$ cat config.mk
export PLATFORM = sky130hd
export DESIGN_NAME = cvalu_front
export DESIGN_NICKNAME = d
export VERILOG_FILES = /design/src/rtl/core/cvalu_pkg.sv /design/src/rtl/core/cvalu_front.sv
export SDC_FILE = /design/constraint.sdc
export NUM_CORES = 1
export LEC_CHECK = 0
export BUFFER_PORTS_ARGS = -buffer_cell sky130_fd_sc_hd__clkbuf_2
export CAP_MARGIN = 25
export CORE_AREA = 2 2 155 157
export DETAILED_ROUTE_END_ITERATION = 6
export DIE_AREA = 0 0 157 159
export GPL_TIMING_DRIVEN = 0
export SYNTH_ARGS = -nofsm -noshare
export SYNTH_HDL_FRONTEND = slang
export SYNTH_SLANG_ARGS = --single-unit
$ cat constraint.sdc
create_clock -name i_clk -period 1.7 [get_ports i_clk]
set_input_delay 0 -clock i_clk [delete_from_list [all_inputs] [get_ports i_clk]]
set_output_delay 0 -clock i_clk [all_outputs]
set_load 0.05 [all_outputs]
$ cat src/rtl/core/cvalu_pkg.sv
// Shared types, constants and checking functions for the checked integer vector ALU.
package cvalu_pkg;

    // Arithmetic width; operands are taken as their low DATA_WIDTH bits, sign-extended.
    localparam int DATA_WIDTH = 64;
    localparam int XLEN       = 64;

    localparam logic [XLEN-1:0] WMASK   = {XLEN{1'b1}} >> (XLEN - DATA_WIDTH);
    localparam logic [XLEN-1:0] WSIGN   = {{(XLEN-1){1'b0}}, 1'b1} << (DATA_WIDTH - 1);
    localparam logic [XLEN-1:0] WMAXPOS = WMASK >> 1;

    // Multiplier works on half-width slices.
    localparam int HALF = XLEN / 2;

    // Configuration register indexes.
    localparam int CFG_IDX_W = 2;
    localparam logic [CFG_IDX_W-1:0] CFG_OPERATION = 2'd0;
    localparam logic [CFG_IDX_W-1:0] CFG_MODE      = 2'd1;
    localparam logic [CFG_IDX_W-1:0] CFG_SCALAR    = 2'd2;

    // Command queue between front and back.
    localparam int QDEPTH = 2;
    localparam int QPTR_W = $clog2(QDEPTH);
    localparam int QCNT_W = $clog2(QDEPTH + 1);

    typedef enum logic [1:0] {
        OP_ADD     = 2'd0,
        OP_SUB     = 2'd1,
        OP_MUL     = 2'd2,
        OP_ADD_ALT = 2'd3
    } t_op;

    typedef enum logic [2:0] {
        MODE_ELEM         = 3'd0,
        MODE_SCALAR_LEFT  = 3'd1,
        MODE_SCALAR_RIGHT = 3'd2,
        MODE_FOLD         = 3'd3,
        MODE_SUFFIX_SCAN  = 3'd4,
        MODE_PREFIX_SCAN  = 3'd5,
        MODE_DOT          = 3'd6,
        MODE_SCALED_ACC   = 3'd7
    } t_mode;

    // What the back end does with one item.
    typedef enum logic [1:0] {
        K_ADD = 2'd0,
        K_SUB = 2'd1,
        K_MUL = 2'd2,
        K_MAC = 2'd3
    } t_kind;

    typedef enum logic [1:0] {
        MS_IDLE = 2'd0,
        MS_PART = 2'd1,
        MS_FIX  = 2'd2,
        MS_DONE = 2'd3
    } t_mstate;

    typedef struct packed {
        logic [XLEN-1:0] val_a;
        logic [XLEN-1:0] val_b;
        logic [XLEN-1:0] val_c;
        t_kind           kind;
        logic            a_acc;
        logic            b_acc;
        logic            c_acc;
        logic            alt;
        logic            accum;
        logic            emit_all;
        logic            init_one;
        logic            last;
    } t_cmd;

    function automatic logic [XLEN-1:0] sext_w(input logic [XLEN-1:0] v);
        return ((v & WMASK) ^ WSIGN) - WSIGN;
    endfunction

    function automatic logic add_ovf(input logic [XLEN-1:0] a, input logic [XLEN-1:0] b,
                                     input logic [XLEN-1:0] s);
        logic [XLEN-1:0] t;
        t = (a ^ s) & (b ^ s);
        return t[XLEN-1] || (sext_w(s) != s);
    endfunction

    function automatic logic sub_ovf(input logic [XLEN-1:0] a, input logic [XLEN-1:0] b,
                                     input logic [XLEN-1:0] s);
        logic [XLEN-1:0] t;
        t = (a ^ b) & (a ^ s);
        return t[XLEN-1] || (sext_w(s) != s);
    endfunction

endpackage

$ cat src/rtl/core/cvalu_front.sv
// Front end: configuration registers and decoding of each item into a back-end command.
module cvalu_front (
    input  logic                                i_clk,
    input  logic                                i_rst_n,
    input  logic                                i_cfg_valid,
    input  logic [cvalu_pkg::CFG_IDX_W-1:0]     i_cfg_index,
    input  logic [cvalu_pkg::XLEN-1:0]          i_cfg_data,
    output logic                                o_cfg_ready,
    input  logic [cvalu_pkg::XLEN-1:0]          i_first_operand,
    input  logic [cvalu_pkg::XLEN-1:0]          i_second_operand,
    input  logic                                i_last_element,
    output cvalu_pkg::t_cmd                     o_cmd
);

    cvalu_pkg::t_op             r_operation;
    cvalu_pkg::t_mode           r_mode;
    logic [cvalu_pkg::XLEN-1:0] r_scalar;

    logic [cvalu_pkg::XLEN-1:0] x;
    logic [cvalu_pkg::XLEN-1:0] y;
    logic [cvalu_pkg::XLEN-1:0] u;
    cvalu_pkg::t_kind           op_kind;

    assign o_cfg_ready = 1'b1;

    always_ff @(posedge i_clk) begin
        if (!i_rst_n) begin
            r_operation <= cvalu_pkg::OP_ADD;
            r_mode      <= cvalu_pkg::MODE_ELEM;
            r_scalar    <= '0;
        end else if (i_cfg_valid) begin
            unique case (i_cfg_index)
                cvalu_pkg::CFG_OPERATION: r_operation <= cvalu_pkg::t_op'(i_cfg_data[1:0]);
                cvalu_pkg::CFG_MODE:      r_mode      <= cvalu_pkg::t_mode'(i_cfg_data[2:0]);
                cvalu_pkg::CFG_SCALAR:    r_scalar    <= i_cfg_data;
                default: ;
            endcase
        end
    end

    always_comb begin
        x = cvalu_pkg::sext_w(i_first_operand);
        y = cvalu_pkg::sext_w(i_second_operand);
        u = cvalu_pkg::sext_w(r_scalar);

        unique case (r_operation)
            cvalu_pkg::OP_SUB: op_kind = cvalu_pkg::K_SUB;
            cvalu_pkg::OP_MUL: op_kind = cvalu_pkg::K_MUL;
            default:           op_kind = cvalu_pkg::K_ADD;
        endcase

        o_cmd          = '0;
        o_cmd.val_a    = x;
        o_cmd.val_b    = y;
        o_cmd.val_c    = x;
        o_cmd.kind     = op_kind;
        o_cmd.emit_all = 1'b1;
        o_cmd.last     = i_last_element;

        unique case (r_mode)
            cvalu_pkg::MODE_ELEM: ;
            cvalu_pkg::MODE_SCALAR_LEFT:  o_cmd.val_a = u;
            cvalu_pkg::MODE_SCALAR_RIGHT: o_cmd.val_b = u;
            cvalu_pkg::MODE_FOLD, cvalu_pkg::MODE_SUFFIX_SCAN: begin
                // Subtract in a right fold is x minus the running value.
                if (r_operation == cvalu_pkg::OP_SUB) begin
                    o_cmd.b_acc = 1'b1;
                end else begin
                    o_cmd.a_acc = 1'b1;
                    o_cmd.val_b = x;
                end
                o_cmd.accum    = 1'b1;
                o_cmd.emit_all = (r_mode == cvalu_pkg::MODE_SUFFIX_SCAN);
                o_cmd.init_one = (r_operation == cvalu_pkg::OP_MUL);
            end
            cvalu_pkg::MODE_PREFIX_SCAN: begin
                o_cmd.a_acc    = 1'b1;
                o_cmd.val_b    = x;
                o_cmd.accum    = 1'b1;
                o_cmd.init_one = (r_operation == cvalu_pkg::OP_MUL);
                // Subtract alternates: even positions add, odd positions subtract.
                if (r_operation == cvalu_pkg::OP_SUB) begin
                    o_cmd.kind = cvalu_pkg::K_ADD;
                    o_cmd.alt  = 1'b1;
                end
            end
            cvalu_pkg::MODE_DOT: begin
                o_cmd.kind     = cvalu_pkg::K_MAC;
                o_cmd.c_acc    = 1'b1;
                o_cmd.accum    = 1'b1;
                o_cmd.emit_all = 1'b0;
            end
            cvalu_pkg::MODE_SCALED_ACC: begin
                o_cmd.kind  = cvalu_pkg::K_MAC;
                o_cmd.val_a = u;
            end
        endcase
    end

endmodule

==> results.json <==
{
  "min-delay-path-class": "in2reg",
  "antenna_found_initial": 0,
  "synth_simple_gate_area_frac": 0.169,
  "synth_top_area_cell": "dfxtp_1",
  "rsz0062_at_grt": "yes",
  "arrival_ps": 2060,
  "diodes": 0,
  "fillCellCount": 2020,
  "syn_avg_cell_area_um2": 8.20,
  "fmax_ghz": 0.487,
  "synthCells": 829,
  "synth_fa_ha_area_frac": 0,
  "synth_mux_area_frac": 0.173,
  "nNetsFinal": 1534,
  "ant_nets": 0,
  "synth_top_area_share": 0.203,
  "route.detailed.drc": 0,
  "synth_area_mm2": 0.00680,
  "htreeDepth": 3,
  "globalplace.congestion": 0.855,
  "pre_cts_slack_ps": -617,
  "synth-xor-area-share": 0.00258,
  "grt_pass1_wl_mm": 51.6,
  "grtUsageMet2": 0.476,
  "clock-sinks": 69,
  "use_met3": 0.0577,
  "setup_slack_ps": -355,
  "multi_input_area_mm2": 0.00528,
  "place_hpwl_mm": 25.8,
  "grt_pass1_vias": 8324,
  "die_height_um": 159,
  "clock_path_buffers": 2,
  "drv_slew": 0,
  "period_needed_ps": 2060,
  "syn-num-nets": 1027,
  "synth-compound-area-share": 0.316,
  "synth-seq-cells": 69,
  "powerDensity_mw_per_mm2": 608,
  "finalSetupViolCount": 130,
  "seq_area_mm2": 0.00139,
  "crit_required_ps": 1700,
  "drt_iter0_drc": 601,
  "root_buffer": "clkbuf_16",
  "first_pass_iters": 5,
  "dieArea_mm2": 0.0250,
  "io_pins": 401,
  "wire_per_inst_um": 22.5,
  "cts_tree": "done",
  "crit_fanout": 10,
  "violations": "negative setup slack",
  "max-vdd-ir-drop_mv": 0.390,
  "post_dp_cell_area_mm2": 0.00928,
  "clock-skew-final_ps": 0,
  "cts_buffers": 9,
  "cap_viol_max_count": 0,
  "busiest_layer": "met2",
  "hold_viol": 0,
  "cp-start-kind": "register",
  "ys_seq_area_frac": 0.203,
  "status": "finished with violations",
  "numPortBuffers": 397,
  "grt_use_met1": 0.339,
  "synth_area_leaders": "dfxtp_1 20%, mux2_4 13%, buf_4 8.0%, nand2_1 7.3%, a21boi_0 7.1%",
  "worstMarginPinSlew_ps": 845,
  "final_cell_area_mm2": 0.0131,
  "path_clk_slew_ps": 60,
  "cellLeakagePower_nw": 5.98,
  "vias": 8556,
  "fp-row-count": 56,
  "synth_top_family_by_area": "compound AO/OA/AOI/OAI gates",
  "finalCritPeriodShare": 1.21,
  "grt_use_total": 0.276,
  "area_delta_synth_final_pct": 92.4,
  "core_area_mm2": 0.0232,
  "ys_types": 41,
  "cp-end-kind": "output pin",
  "ys_warn_count": 0,
  "wirelength_mm": 37.4,
  "vias_per_cell": 5.15,
  "grt_max_degree": 13,
  "overflow": 0,
  "layout-drive-gt1-share": 0.576,
  "die_x_um": 157,
  "insertion_delay_ps": 340,
  "start_util": 0.293,
  "critical_path_class": "reg2out",
  "max_slew_margin": 0.437
}
==> worst paths after layout <==
| kind | slack [ps] | startpoint | cells past startpoint | endpoint |
|---|---|---|---|---|
| max | -360 | r_mode[1] | 8 | o_cmd[92] |
| min | 90 | i_cfg_index[0] | 4 | r_operation[0] |
| max reg2reg | 620 | r_mode[0] | 4 | r_mode[0] |
| min reg2reg | 480 | r_scalar[33] | 2 | r_scalar[33] |
==> logic make-up (layout without fill, tap and decap cells) <==
family,after synthesis,count (layout)
buffers and inverters,146,658
and+or+nand+nor,232,232
muxes,87,87
AOI/OAI and AO/OA,292,292
other,1,1
DFF,69,69
xor gates and xnor gates,2,2
==> per-layer routing <==
metal / up-vias / part of all wire / wire [µm]
met2: 406 / 0.49 / 18500
li1: 3994 / - / -
met3: 64 / 0.067 / 2490
met4: 0 / 0.031 / 1160
met5: - / 0 / 0
met1: 4092 / 0.41 / 15300
==> report_power, final <==
part	switching [W]	leakage, nW	internal [W]
registers	0.0000538	0.563	0.00167
clock network	0.000794	0.152	0.00133
logic	0.00236	5.27	0.00174
total	0.00320	5.98	0.00474
==> worst max-delay path, stage by stage (launching register included) <==
cell	delay, ps
dfxtp_2	310
buf_6	130
nand2b_4	180
buf_6	170
a21oi_4	150
nor2_4	60
buf_4	150
a221o_1	370
clkbuf_8	190
==> per-stage QoR <==
step                power (W)  cells  setup TNS [ps]  hold WS (ps)  utilization
global placement      0.00477   1545          -38740           236        0.400
detailed placement    0.00478   1545          -40960           244        0.400
global route          0.00822   1660          -46840           125        0.564
floorplan             0.00391    829           -1770           145            -
CTS                   0.00765   1654          -43420          81.1        0.528
finish                0.00795   1660          -38220          92.2        0.564
==> state kept, by name, indices dropped and copies added (netlist names) <==
| name | flops |
|---|---|
| r_operation | 2 |
| r_scalar | 64 |
| r_mode | 3 |
==> cells in the final DEF, fill, tap and decap left out, types with 42 or more instances in the layout <==
master	Yosys	layout
a21boi_0	64	64
buf_4	72	93
buf_8	0	107
clkbuf_2	3	273
dfxtp_1	69	65
dlygate4sd3_1	0	64
mux2_4	60	64
nand2_1	132	132
nor2b_1	43	42
==> final cells by class <==
type / instances / share of cell area
multi-input combinational: 614 / 0.404
timing repair buffer: 498 / 0.342
sequential: 69 / 0.106
buffer: 141 / 0.0913
tap: 319 / 0.0305
clock buffer: 11 / 0.0186
clock inverter: 5 / 0.00641
inverter: 3 / 0.00115
==> what timing repair did <==
item                       4_1_cts  5_1_grt
gates resized for setup        397      237
hold endpoints to repair        69        0
hold buffers                    64        0
gates cloned                     6        3
pin swaps                        7       13
setup endpoints to repair      136      136
buffers inserted                25        4
==> synthesized netlist by cell type, drive strengths merged <==
| cell type | n |
|---|---|
| nor3 | 3 |
| conb | 1 |
| nand3b | 3 |
| buf | 100 |
| mux2i | 23 |
| o2bb2a | 37 |
| a221oi | 36 |
| a22o | 9 |
| o21bai | 1 |
| xor2 | 1 |
| inv | 3 |
| nor2 | 6 |
| nand2 | 133 |
| clkbuf | 43 |
| dfxtp | 69 |
| xnor2 | 1 |
| nor2b | 43 |
| o22ai | 55 |
| o21ai | 40 |
| a21boi | 64 |
| nor3b | 1 |
| a21oi | 40 |
| and2 | 38 |
| nand2b | 4 |
| mux2 | 64 |
| and3b | 1 |
| o21a | 1 |
| a221o | 9 |
No activity file was read; power rests on OpenSTA's default activity.
