**src/rtl/core/cvalu_pkg.sv**
```systemverilog
// Shared types, constants and checking functions for the checked integer vector ALU.
package cvalu_pkg;

    // Arithmetic width; operands are taken as their low DATA_WIDTH bits, sign-extended.
    localparam int DATA_WIDTH = 64;
    localparam int XLEN       = 64;

    localparam logic [XLEN-1:0] WMASK   = {XLEN{1'b1}} >> (XLEN - DATA_WIDTH);
    localparam logic [XLEN-1:0] WSIGN   = {{(XLEN-1){1'b0}}, 1'b1} << (DATA_WIDTH - 1);
    localparam logic [XLEN-1:0] WMAXPOS = WMASK >> 1;

    // Multiplier works on half-width slices.
    localparam int HALF = XLEN / 2;

    // Configuration register indexes.
    localparam int CFG_IDX_W = 2;
    localparam logic [CFG_IDX_W-1:0] CFG_OPERATION = 2'd0;
    localparam logic [CFG_IDX_W-1:0] CFG_MODE      = 2'd1;
    localparam logic [CFG_IDX_W-1:0] CFG_SCALAR    = 2'd2;

    // Command queue between front and back.
    localparam int QDEPTH = 2;
    localparam int QPTR_W = $clog2(QDEPTH);
    localparam int QCNT_W = $clog2(QDEPTH + 1);

    typedef enum logic [1:0] {
        OP_ADD     = 2'd0,
        OP_SUB     = 2'd1,
        OP_MUL     = 2'd2,
        OP_ADD_ALT = 2'd3
    } t_op;

    typedef enum logic [2:0] {
        MODE_ELEM         = 3'd0,
        MODE_SCALAR_LEFT  = 3'd1,
        MODE_SCALAR_RIGHT = 3'd2,
        MODE_FOLD         = 3'd3,
        MODE_SUFFIX_SCAN  = 3'd4,
        MODE_PREFIX_SCAN  = 3'd5,
        MODE_DOT          = 3'd6,
        MODE_SCALED_ACC   = 3'd7
    } t_mode;

    // What the back end does with one item.
    typedef enum logic [1:0] {
        K_ADD = 2'd0,
        K_SUB = 2'd1,
        K_MUL = 2'd2,
        K_MAC = 2'd3
    } t_kind;

    typedef enum logic [1:0] {
        MS_IDLE = 2'd0,
        MS_PART = 2'd1,
        MS_FIX  = 2'd2,
        MS_DONE = 2'd3
    } t_mstate;

    typedef struct packed {
        logic [XLEN-1:0] val_a;
        logic [XLEN-1:0] val_b;
        logic [XLEN-1:0] val_c;
        t_kind           kind;
        logic            a_acc;
        logic            b_acc;
        logic            c_acc;
        logic            alt;
        logic            accum;
        logic            emit_all;
        logic            init_one;
        logic            last;
    } t_cmd;

    function automatic logic [XLEN-1:0] sext_w(input logic [XLEN-1:0] v);
        return ((v & WMASK) ^ WSIGN) - WSIGN;
    endfunction

    function automatic logic add_ovf(input logic [XLEN-1:0] a, input logic [XLEN-1:0] b,
                                     input logic [XLEN-1:0] s);
        logic [XLEN-1:0] t;
        t = (a ^ s) & (b ^ s);
        return t[XLEN-1] || (sext_w(s) != s);
    endfunction

    function automatic logic sub_ovf(input logic [XLEN-1:0] a, input logic [XLEN-1:0] b,
                                     input logic [XLEN-1:0] s);
        logic [XLEN-1:0] t;
        t = (a ^ b) & (a ^ s);
        return t[XLEN-1] || (sext_w(s) != s);
    endfunction

endpackage

```
**src/rtl/core/cvalu_queue.sv**
```systemverilog
// Short command queue that decouples the front end from the back end.
module cvalu_queue (
    input  logic            i_clk,
    input  logic            i_rst_n,
    input  logic            i_push,
    input  cvalu_pkg::t_cmd i_cmd,
    output logic            o_full,
    output logic            o_valid,
    output cvalu_pkg::t_cmd o_head,
    input  logic            i_pop
);

    cvalu_pkg::t_cmd                   r_mem [cvalu_pkg::QDEPTH];
    logic [cvalu_pkg::QPTR_W-1:0]      r_wptr;
    logic [cvalu_pkg::QPTR_W-1:0]      r_rptr;
    logic [cvalu_pkg::QCNT_W-1:0]      r_count;

    assign o_full  = (r_count == cvalu_pkg::QCNT_W'(cvalu_pkg::QDEPTH));
    assign o_valid = (r_count != '0);
    assign o_head  = r_mem[r_rptr];

    always_ff @(posedge i_clk) begin
        if (i_push) begin
            r_mem[r_wptr] <= i_cmd;
        end
    end

    // Depth is a power of two, so the pointers wrap on their own.
    always_ff @(posedge i_clk) begin
        if (!i_rst_n) begin
            r_wptr  <= '0;
            r_rptr  <= '0;
            r_count <= '0;
        end else begin
            if (i_push) begin
                r_wptr <= r_wptr + 1'b1;
            end
            if (i_pop) begin
                r_rptr <= r_rptr + 1'b1;
            end
            if (i_push && !i_pop) begin
                r_count <= r_count + 1'b1;
            end else if (i_pop && !i_push) begin
                r_count <= r_count - 1'b1;
            end
        end
    end

endmodule

```
**config.mk**
```make
export PLATFORM = sky130hd
export DESIGN_NAME = cvalu_queue
export DESIGN_NICKNAME = d
export VERILOG_FILES = /design/src/rtl/core/cvalu_pkg.sv /design/src/rtl/core/cvalu_queue.sv
export SDC_FILE = /design/constraint.sdc
export NUM_CORES = 1
export LEC_CHECK = 0
export BUFFER_PORTS_ARGS = -buffer_cell sky130_fd_sc_hd__buf_4
export CORE_ASPECT_RATIO = 1.25
export CORE_UTILIZATION = 48
export DETAILED_ROUTE_END_ITERATION = 8
export HOLD_SLACK_MARGIN = 0.03
export MAX_ROUTING_LAYER = met4
export PLACE_DENSITY = 0.7
export SETUP_SLACK_MARGIN = 0.05
export SLEW_MARGIN = 20
export SYNTH_ARGS = -nofsm -noshare
export SYNTH_HDL_FRONTEND = slang
export SYNTH_SLANG_ARGS = --single-unit
```
**constraint.sdc**
```tcl
create_clock -name i_clk -period 14.6 [get_ports i_clk]
set_clock_uncertainty 0.05 [all_clocks]
set_input_delay 2.92 -clock i_clk [delete_from_list [all_inputs] [get_ports i_clk]]
set_output_delay 2.92 -clock i_clk [all_outputs]
set_load 0.02 [all_outputs]
```
==> results of run 1 <==
cell usage after synthesis, drive strengths merged (2+ instances only):
cell type | number | area, µm²
edfxtp | 404 | 12100
mux2 | 202 | 2270
buf | 22 | 228
dfxtp | 5 | 100
and2 | 4 | 25.0
nor2b | 2 | 12.5
xor2 | 2 | 17.5
routing by layer:
metal | up-vias | global-route usage | wire (µm)
met5 | - | - | 0
met4 | 0 | 0.0751 | 960
met3 | 62 | 0.0657 | 2530
met2 | 307 | 0.324 | 15700
met1 | 3743 | 0.206 | 10700
li1 | 3468 | - | -
flip-flops by register name, summed over array words and instances, names as in the netlist, named ones only:
register,count
r_count,2
r_mem,404
r_rptr,1
r_wptr,1
area by class of cell:
cell class / instances / share of cell area
Clock buffer: 49 / 0.0542
Antenna cell: 2 / 0.000257
Timing Repair Buffer: 416 / 0.160
Clock inverter: 17 / 0.00745
Inverter: 1 / 0.000193
Tap cell: 401 / 0.0258
Sequential cell: 409 / 0.628
Multi-Input combinational cell: 218 / 0.123
power by group:
group / internal (µW) / switching [µW]
Sequential: 1360 / 19.8
Clock: 561 / 399
Combinational: 167 / 180
critical path: stages (launching register included):
cell	delay (ns)
dfxtp_4	0.95
buf_4	0.81
mux2_2	0.43
buf_4	0.16
kinds of logic after synthesis:
| logic type | share of synthesized area |
|---|---|
| DFF | 0.823 |
| muxes | 0.153 |
| buffers and inverters | 0.0156 |
| and+or+nand+nor | 0.00387 |
| AOI/OAI and AO/OA | 0.00135 |
| xor gates and xnor gates | 0.00177 |
| adders and majority gates | 0.000842 |
per-stage QoR:
step | utilization | power (µW) | setup WS, ns
floorplan | - | 1610 | 2.08
global placement | 0.603 | 1750 | 8.81
detailed placement | 0.603 | 1750 | 8.81
CTS | 0.643 | 2720 | 8.51
global route | 0.643 | 2780 | 8.41
finish | 0.643 | 2690 | 8.59
worst min path at each step:
stage | start | to | depth (start not counted)
after detailed placement | r_count[1] | r_count[1] | 2
after global routing | r_count[1] | r_count[1] | 2
after floorplan | r_count[1] | r_count[1] | 2
final | r_count[1] | r_count[1] | 2
after global placement | r_count[1] | r_count[1] | 2
after CTS | r_count[1] | r_count[1] | 2
==> flow_metrics.py, run 1 <==
metrics = {
    "outcome": {
        "status": "complete, no violations",
    },
    "finish": {
        "syn2layout_area_growth_pct": 31.1,
        "final_cell_mix": "buf_4 (416), edfxtp_1 (404), mux2_2 (202), clkbuf_16 (41), clkinv_1 (12)",
        "final-seq-area_mm2": 0.0122,
        "fin_cells": 1513,
        "layout_commonest_cell": "buf_4",
        "finish.instance_area_mm2": 0.0195,
        "drive_gt1_frac": 0.602,
        "multi_input_area_mm2": 0.00240,
        "fillers": 2136,
        "final_nets": 1292,
    },
    "drt": {
        "first_pass_iters": 4,
        "vias": 7580,
        "dr.first_iter.drc_count": 390,
        "drtAntennaViolNets": 0,
        "wl_um": 30000,
        "wl_per_cell_um": 19.8,
        "vias_per_cell": 5.01,
        "drc": 0,
    },
    "clock_network": {
        "cts-resized-gates": 0,
        "tritoncts": "built",
        "clock-sinks": 409,
        "ctsHoldBuffers": 0,
        "cts_made_buffers": 39,
        "cts_setup_buffers": 0,
        "cts_buffer_depth": 3,
        "cts.clk_slew.worst_paths_ns": 0.06,
        "cts_max_level": 2,
        "root_buffer": "clkbuf_16",
        "clk_latency_ns": 0.53,
    },
    "sta": {
        "relSlewSlack": 0.333,
        "drv_slew": 0,
        "rsz0062_at_grt": "no",
        "finalHoldViolCount": 0,
        "hold_slack_ns": 0.460,
        "fmax_mhz": 166,
        "tightest_slew_ns": 1.00,
        "setup_violations": 0,
        "finalCritPeriodShare": 0.412,
        "fin_setup_tns_ns": 0,
        "period_needed_ns": 6.01,
    },
    "die": {
        "std_cell_rows": 71,
        "dieArea_mm2": 0.0317,
        "start_util": 0.490,
        "io_pins": 410,
        "fp.dieW_um": 159,
        "coreArea_mm2": 0.0303,
        "die_y_um": 199,
    },
    "synth": {
        "avgSynthCellArea_um2": 22.9,
        "ys_seq_area_frac": 0.823,
        "synth_async_sr_flop_share": 0,
        "synth-seq-cells": 409,
        "syn_inst": 650,
        "synth_edf_count": 404,
        "mappedNetlistArea_mm2": 0.0149,
        "synth.distinct_cells": 18,
        "yosys_warnings": 0,
        "synthFlopType": "edfxtp_1",
        "synth_fp_nets": 857,
    },
    "placed_design": {
        "placedCellCount": 1445,
        "gp_congestion": 0.733,
        "io_buffers": 409,
        "postPlaceCellArea_mm2": 0.0183,
        "place_hpwl_um": 19600,
    },
    "power_and_ir_drop": {
        "p_leak_uw": 0.00724,
        "p_per_area_mw_per_mm2": 138,
        "peakVddDrop_mv": 0.108,
    },
    "critical_path": {
        "worst_ep_required_time_ns": 11.63,
        "cp_max_fo": 69,
        "r2r_cells": 3,
        "setup.worst_path.start_class": "flip-flop",
        "r2r-start": "r_wptr",
        "timing.rr.end": "r_mem[0][120]",
        "rrSetupSlack_ns": 11.58,
        "endpoint": "o_head[145]",
        "path_class": "flip-flop to output port",
        "critPathCaptureType": "output port",
        "worstPathArrival_ns": 3.04,
    },
    "min_path": {
        "worstHoldPathType": "flip-flop to flip-flop",
    },
    "global_routing": {
        "overflow": 0,
        "grt_pass1_vias": 8025,
        "antenna_found_initial": 2,
        "grt_pass1_wl_um": 44000,
        "grt_max_degree": 75,
        "grtUsageTotal": 0.191,
    },
    "job": {
        "drv_cap": 0,
    },
}
Note: power is estimated with default switching activity, not from simulation.
==> run 2, diff against run 1 <==
- CORE_UTILIZATION: 48 -> 47
- PLACE_DENSITY: 0.7 -> 0.72
- clock period: 14.6 -> 5 ns (I/O delays scaled with it)
==> run 2 against run 1 <==
Sequential power grew to 2.9 times the previous value. Setup slack worse by 7.0 ns. Final area is 0.65% higher. Flip-flop and latch count stayed put. Routed wire length is 4.0% higher. Critical path depth stayed put. Combinational power grew to 3.0 times the previous value. Hold slack better by 0.010 ns. Clock-buffer cell count is 1 lower. Via count is 0.70% higher. Non-clock buffer count is 2 higher. Die area is 2.1% higher. Critical endpoint is now o_head[17].
==> flow_metrics.py, run 2 (synthesis gave the netlist of run 1 again) <==
metrics = {
    "drt": {
        "first_pass_iters": 4,
        "wl_per_cell_um": 20.4,
        "drtAntennaViolNets": 0,
        "drc": 0,
        "wl_um": 31200,
        "vias": 7633,
        "dr.first_iter.drc_count": 341,
        "vias_per_cell": 5.01,
    },
    "global_routing": {
        "grt_pass1_vias": 8148,
        "use_met2": 0.333,
        "busiest_layer": "met2",
        "gr-usage-met3": 0.0461,
        "grt_pass1_wl_um": 45200,
        "grt_max_degree": 105,
        "overflow": 0,
        "grtUsageTotal": 0.195,
        "antenna_found_initial": 2,
        "grtUsageMet1": 0.202,
    },
    "sta": {
        "fmax_mhz": 293,
        "drv_slew": 0,
        "finalHoldViolCount": 0,
        "setup_violations": 0,
        "relSlewSlack": 0.522,
        "rsz0062_at_grt": "no",
        "fin_setup_tns_ns": 0,
        "worst_slack_ns": 1.59,
        "tightest_slew_ns": 0.717,
        "finalCritPeriodShare": 0.683,
        "period_needed_ns": 3.41,
    },
    "finish": {
        "syn2layout_area_growth_pct": 31.9,
        "final_cell_mix": "buf_4 (412), edfxtp_1 (404), mux2_2 (202), clkbuf_16 (41), clkbuf_1 (7)",
        "fin_util": 0.632,
        "final_nets": 1294,
        "drive_gt1_frac": 0.611,
        "layout_commonest_cell": "buf_4",
        "top_register": "r_mem",
        "largest_reg_flops": 404,
        "fin_cells": 1524,
        "top_regs": "r_mem: 404 flops, r_count: 2 flops",
    },
    "critical_path": {
        "critPathCaptureType": "output port",
        "timing.rr.end": "r_mem[1][185]",
        "r2r_cells": 2,
        "worst_ep_required_time_ns": 3.95,
        "cp_max_fo": 42,
        "r2r-start": "r_wptr",
        "rrSetupSlack_ns": 3.11,
        "setup.worst_path.start_class": "flip-flop",
        "path_class": "flip-flop to output port",
        "endpoint": "o_head[17]",
        "worstPathArrival_ns": 2.36,
    },
    "clock_network": {
        "cts_made_buffers": 39,
        "cts_setup_buffers": 0,
        "ctsHoldBuffers": 0,
        "clk_latency_ns": 0.51,
        "tritoncts": "built",
        "clock-sinks": 409,
        "cts.clk_slew.worst_paths_ns": 0.06,
        "cts_buffer_depth": 3,
        "cts-resized-gates": 0,
        "root_buffer": "clkbuf_16",
        "cts_max_level": 2,
    },
    "die": {
        "fp.dieW_um": 161,
        "io_pins": 410,
        "die_y_um": 201,
        "coreArea_mm2": 0.0310,
        "start_util": 0.479,
        "std_cell_rows": 72,
        "dieArea_mm2": 0.0323,
    },
    "placed_design": {
        "io_buffers": 409,
        "place_hpwl_um": 20800,
        "gp_congestion": 0.868,
        "placedCellCount": 1453,
        "dp_slack_ns": 2.08,
    },
    "power_and_ir_drop": {
        "power_uw": 7870,
        "peakVddDrop_mv": 0.310,
        "p_per_area_mw_per_mm2": 402,
        "p_leak_uw": 0.00728,
    },
    "outcome": {
        "status": "complete, no violations",
    },
    "job": {
        "drv_cap": 0,
    },
    "min_path": {
        "worstHoldPathType": "flip-flop to flip-flop",
    },
}
==> run 2: changes by cell type in the layout (fill, tap and decap cells not counted), sizes merged <==
cell,delta
buf,+2
bufinv,-1
clkbuf,-1
clkinvlp,+4
inv,+1
==> run 2: worst max-delay path, cell delays in order (launching register included) <==
cell	delay [ns]
dfxtp_4	0.74
buf_4	0.50
mux2_2	0.42
buf_4	0.17
==> run 2: per-layer routing <==
metal	vias to the layer above	wire length (µm)
li1	3472	-
met4	0	1730
met5	-	0
met2	322	16500
met3	94	2030
met1	3745	10900
==> run 2: stage by stage <==
stage	hold slack [ns]	instance area (µm²)
2_1_floorplan	0.419	14900
3_3_place_gp	0.430	18400
3_5_place_dp	0.458	18400
4_1_cts	0.466	19600
5_1_grt	0.496	19600
6_report	0.470	19600
==> run 2: where the power goes <==
part | leakage [µW] | switching, µW | internal [µW]
Combinational | 0.00285 | 539 | 496
Clock | 0.000591 | 1210 | 1610
Sequential | 0.00383 | 55.6 | 3970
Total | 0.00728 | 1800 | 6070
==> run 2: layout make-up <==
cell class,count,area (µm²)
clock buffer,48,1050
fill,2228,11400
multi-input combinational,218,2400
tap,407,509
timing repair buffer,418,3210
sequential,409,12200
antenna,2,5.00
clock inverter,21,178
inverter,1,3.75
==> run 2: worst min-delay path by stage <==
| stage | start | to | slack (ns) | depth (start not counted) |
|---|---|---|---|---|
| floorplan | r_count[1] | r_count[1] | 0.42 | 2 |
| global placement | r_count[1] | r_count[1] | 0.43 | 2 |
| detailed placement | r_count[1] | r_count[1] | 0.46 | 2 |
| global route | r_count[1] | r_count[1] | 0.50 | 2 |
| finish | r_count[1] | r_count[1] | 0.47 | 2 |
| CTS | r_count[1] | r_count[1] | 0.47 | 2 |
==> run 3, diff against run 2 <==
- clock period: 5 -> 3.08 ns (I/O delays scaled with it)
==> run 3 against run 2 <==
Setup slack worse by 1.3 ns. Combinational power up 67%. Die area unchanged. Sequential share of layout area down 0.58 points. Clock power up 63%. Sequential power up 62%. Cell count up 1.0%. Clock-buffer cell count up 6. Global-route usage up 0.32 points. Hold slack worse by 0.25 ns. Register-to-register slack worse by 1.8 ns. Flip-flop and latch count unchanged. Critical endpoint unchanged. Largest cell class unchanged.
==> flow_metrics.py, run 3 (synthesis gave the netlist of run 1 again) <==
metrics = {
    "die": {
        "std_cell_rows": 72,
        "start_util": 0.479,
        "io_pins": 410,
        "fp.dieW_um": 161,
        "die_y_um": 201,
        "coreArea_mm2": 0.0310,
        "dieArea_mm2": 0.0323,
    },
    "sta": {
        "period_needed_ns": 2.78,
        "drv_slew": 0,
        "rsz0062_at_grt": "no",
        "finalCritPeriodShare": 0.904,
        "tightest_slew_ns": 0.706,
        "fmax_mhz": 359,
        "finalHoldViolCount": 0,
        "setup_violations": 0,
        "worst_slack_ns": 0.296,
        "relSlewSlack": 0.530,
    },
    "finish": {
        "final_nets": 1307,
        "drive_gt1_frac": 0.606,
        "top_register": "r_mem",
        "layout_commonest_cell": "buf_4",
        "fillers": 2222,
        "finish.instance_area_mm2": 0.0198,
        "final_cell_mix": "buf_4 (417), edfxtp_1 (404), mux2_2 (202), clkbuf_16 (41)",
        "syn2layout_area_growth_pct": 33.2,
        "largest_reg_flops": 404,
        "top_regs": "r_mem: 404 flops, r_count: 2 flops",
    },
    "critical_path": {
        "critPathCaptureType": "output port",
        "path_class": "flip-flop to output port",
        "worstPathArrival_ns": 2.12,
        "worst_ep_required_time_ns": 2.41,
        "setup.worst_path.start_class": "flip-flop",
        "cp_max_fo": 64,
    },
    "global_routing": {
        "overflow": 0,
        "busiest_layer": "met2",
        "use_met2": 0.343,
        "grtUsageMet1": 0.198,
        "grt_pass1_wl_um": 46000,
        "grt_pass1_vias": 8331,
        "gr-usage-met3": 0.0539,
        "antenna_found_initial": 3,
        "grt_max_degree": 75,
        "grtUsageTotal": 0.198,
    },
    "clock_network": {
        "root_buffer": "clkbuf_16",
        "cts_made_buffers": 40,
        "cts_buffer_depth": 3,
        "cts.clk_slew.worst_paths_ns": 0.06,
        "clock-sinks": 409,
        "tritoncts": "built",
        "clk_latency_ns": 0.52,
        "cts_setup_buffers": 0,
        "cts-resized-gates": 0,
        "cts_max_level": 2,
        "ctsHoldBuffers": 0,
    },
    "power_and_ir_drop": {
        "peakVddDrop_mv": 0.562,
        "power_uw": 12800,
        "p_leak_uw": 0.00736,
        "p_per_area_mw_per_mm2": 648,
    },
    "placed_design": {
        "dp_slack_ns": 0.804,
        "postPlaceCellArea_mm2": 0.0185,
        "place_hpwl_um": 21600,
        "gp_congestion": 0.846,
        "io_buffers": 409,
    },
    "drt": {
        "vias_per_cell": 4.99,
        "wl_per_cell_um": 20.3,
        "drtAntennaViolNets": 0,
        "dr.first_iter.drc_count": 364,
        "vias": 7686,
        "wl_um": 31200,
        "drc": 0,
        "first_pass_iters": 6,
    },
    "min_path": {
        "worstHoldPathType": "input port to flip-flop",
    },
    "outcome": {
        "status": "complete, no violations",
    },
    "job": {
        "drv_cap": 0,
    },
}
## run 3: cell types whose count changed in the layout (fill, tap and decap cells not counted), moves of 2 or more
cell | previous run | this run
clkinv_2 | 5 | 3
buf_12 | 6 | 13
clkinv_1 | 5 | 10
clkbuf_1 | 7 | 13
buf_4 | 412 | 417
clkinvlp_4 | 4 | 2
clkinv_4 | 4 | 0
## run 3: final timing paths
kind | slack [ns] | to | start | cells past startpoint
hold / removal | 0.22 | r_mem[0][167] | i_cmd[167] | 1
hold reg to reg | 0.47 | r_count[1] | r_count[1] | 2
setup reg to reg | 1.35 | r_mem[1][37] | r_wptr | 2
setup / recovery | 0.30 | o_head[17] | flip-flop | 3
## run 3: report_power, final
part,internal (µW),switching [µW]
logic,830,889
clock network,2690,1890
registers,6440,78.9
## run 3: per-layer routing
layer  share of wire  vias up
met4           0.054        0
met1            0.33     3766
met3           0.072       90
li1                -     3504
met2            0.54      326
met5               0        -
## run 3: area by class of cell
type                    count  area (µm²)  share of cell area
diodes                      3        7.51            0.000380
clock buffers              54        1070              0.0543
clock inverters            18         158             0.00797
inverters                   1        3.75            0.000190
multi-input cells         218        2400               0.121
flip-flops and latches    409       12200               0.619
well taps                 407         509              0.0257
repair buffers            430        3390               0.171
## run 3: per-stage QoR
stage / hold WS, ns / utilization / setup TNS, ns / instances
after detailed placement: 0.460 / 0.598 / 0 / 1465
after global placement: 0.427 / 0.598 / 0 / 1465
after CTS: 0.195 / 0.638 / 0 / 1537
final: 0.223 / 0.638 / 0 / 1540
after global routing: 0.188 / 0.638 / 0 / 1540
after floorplan: 0.419 / - / -319.62 / 650
## run 3: critical path, cell delays in order (launching register included)
cell     delay, ns
dfxtp_4       0.60
buf_12        0.36
mux2_2        0.43
buf_4         0.17
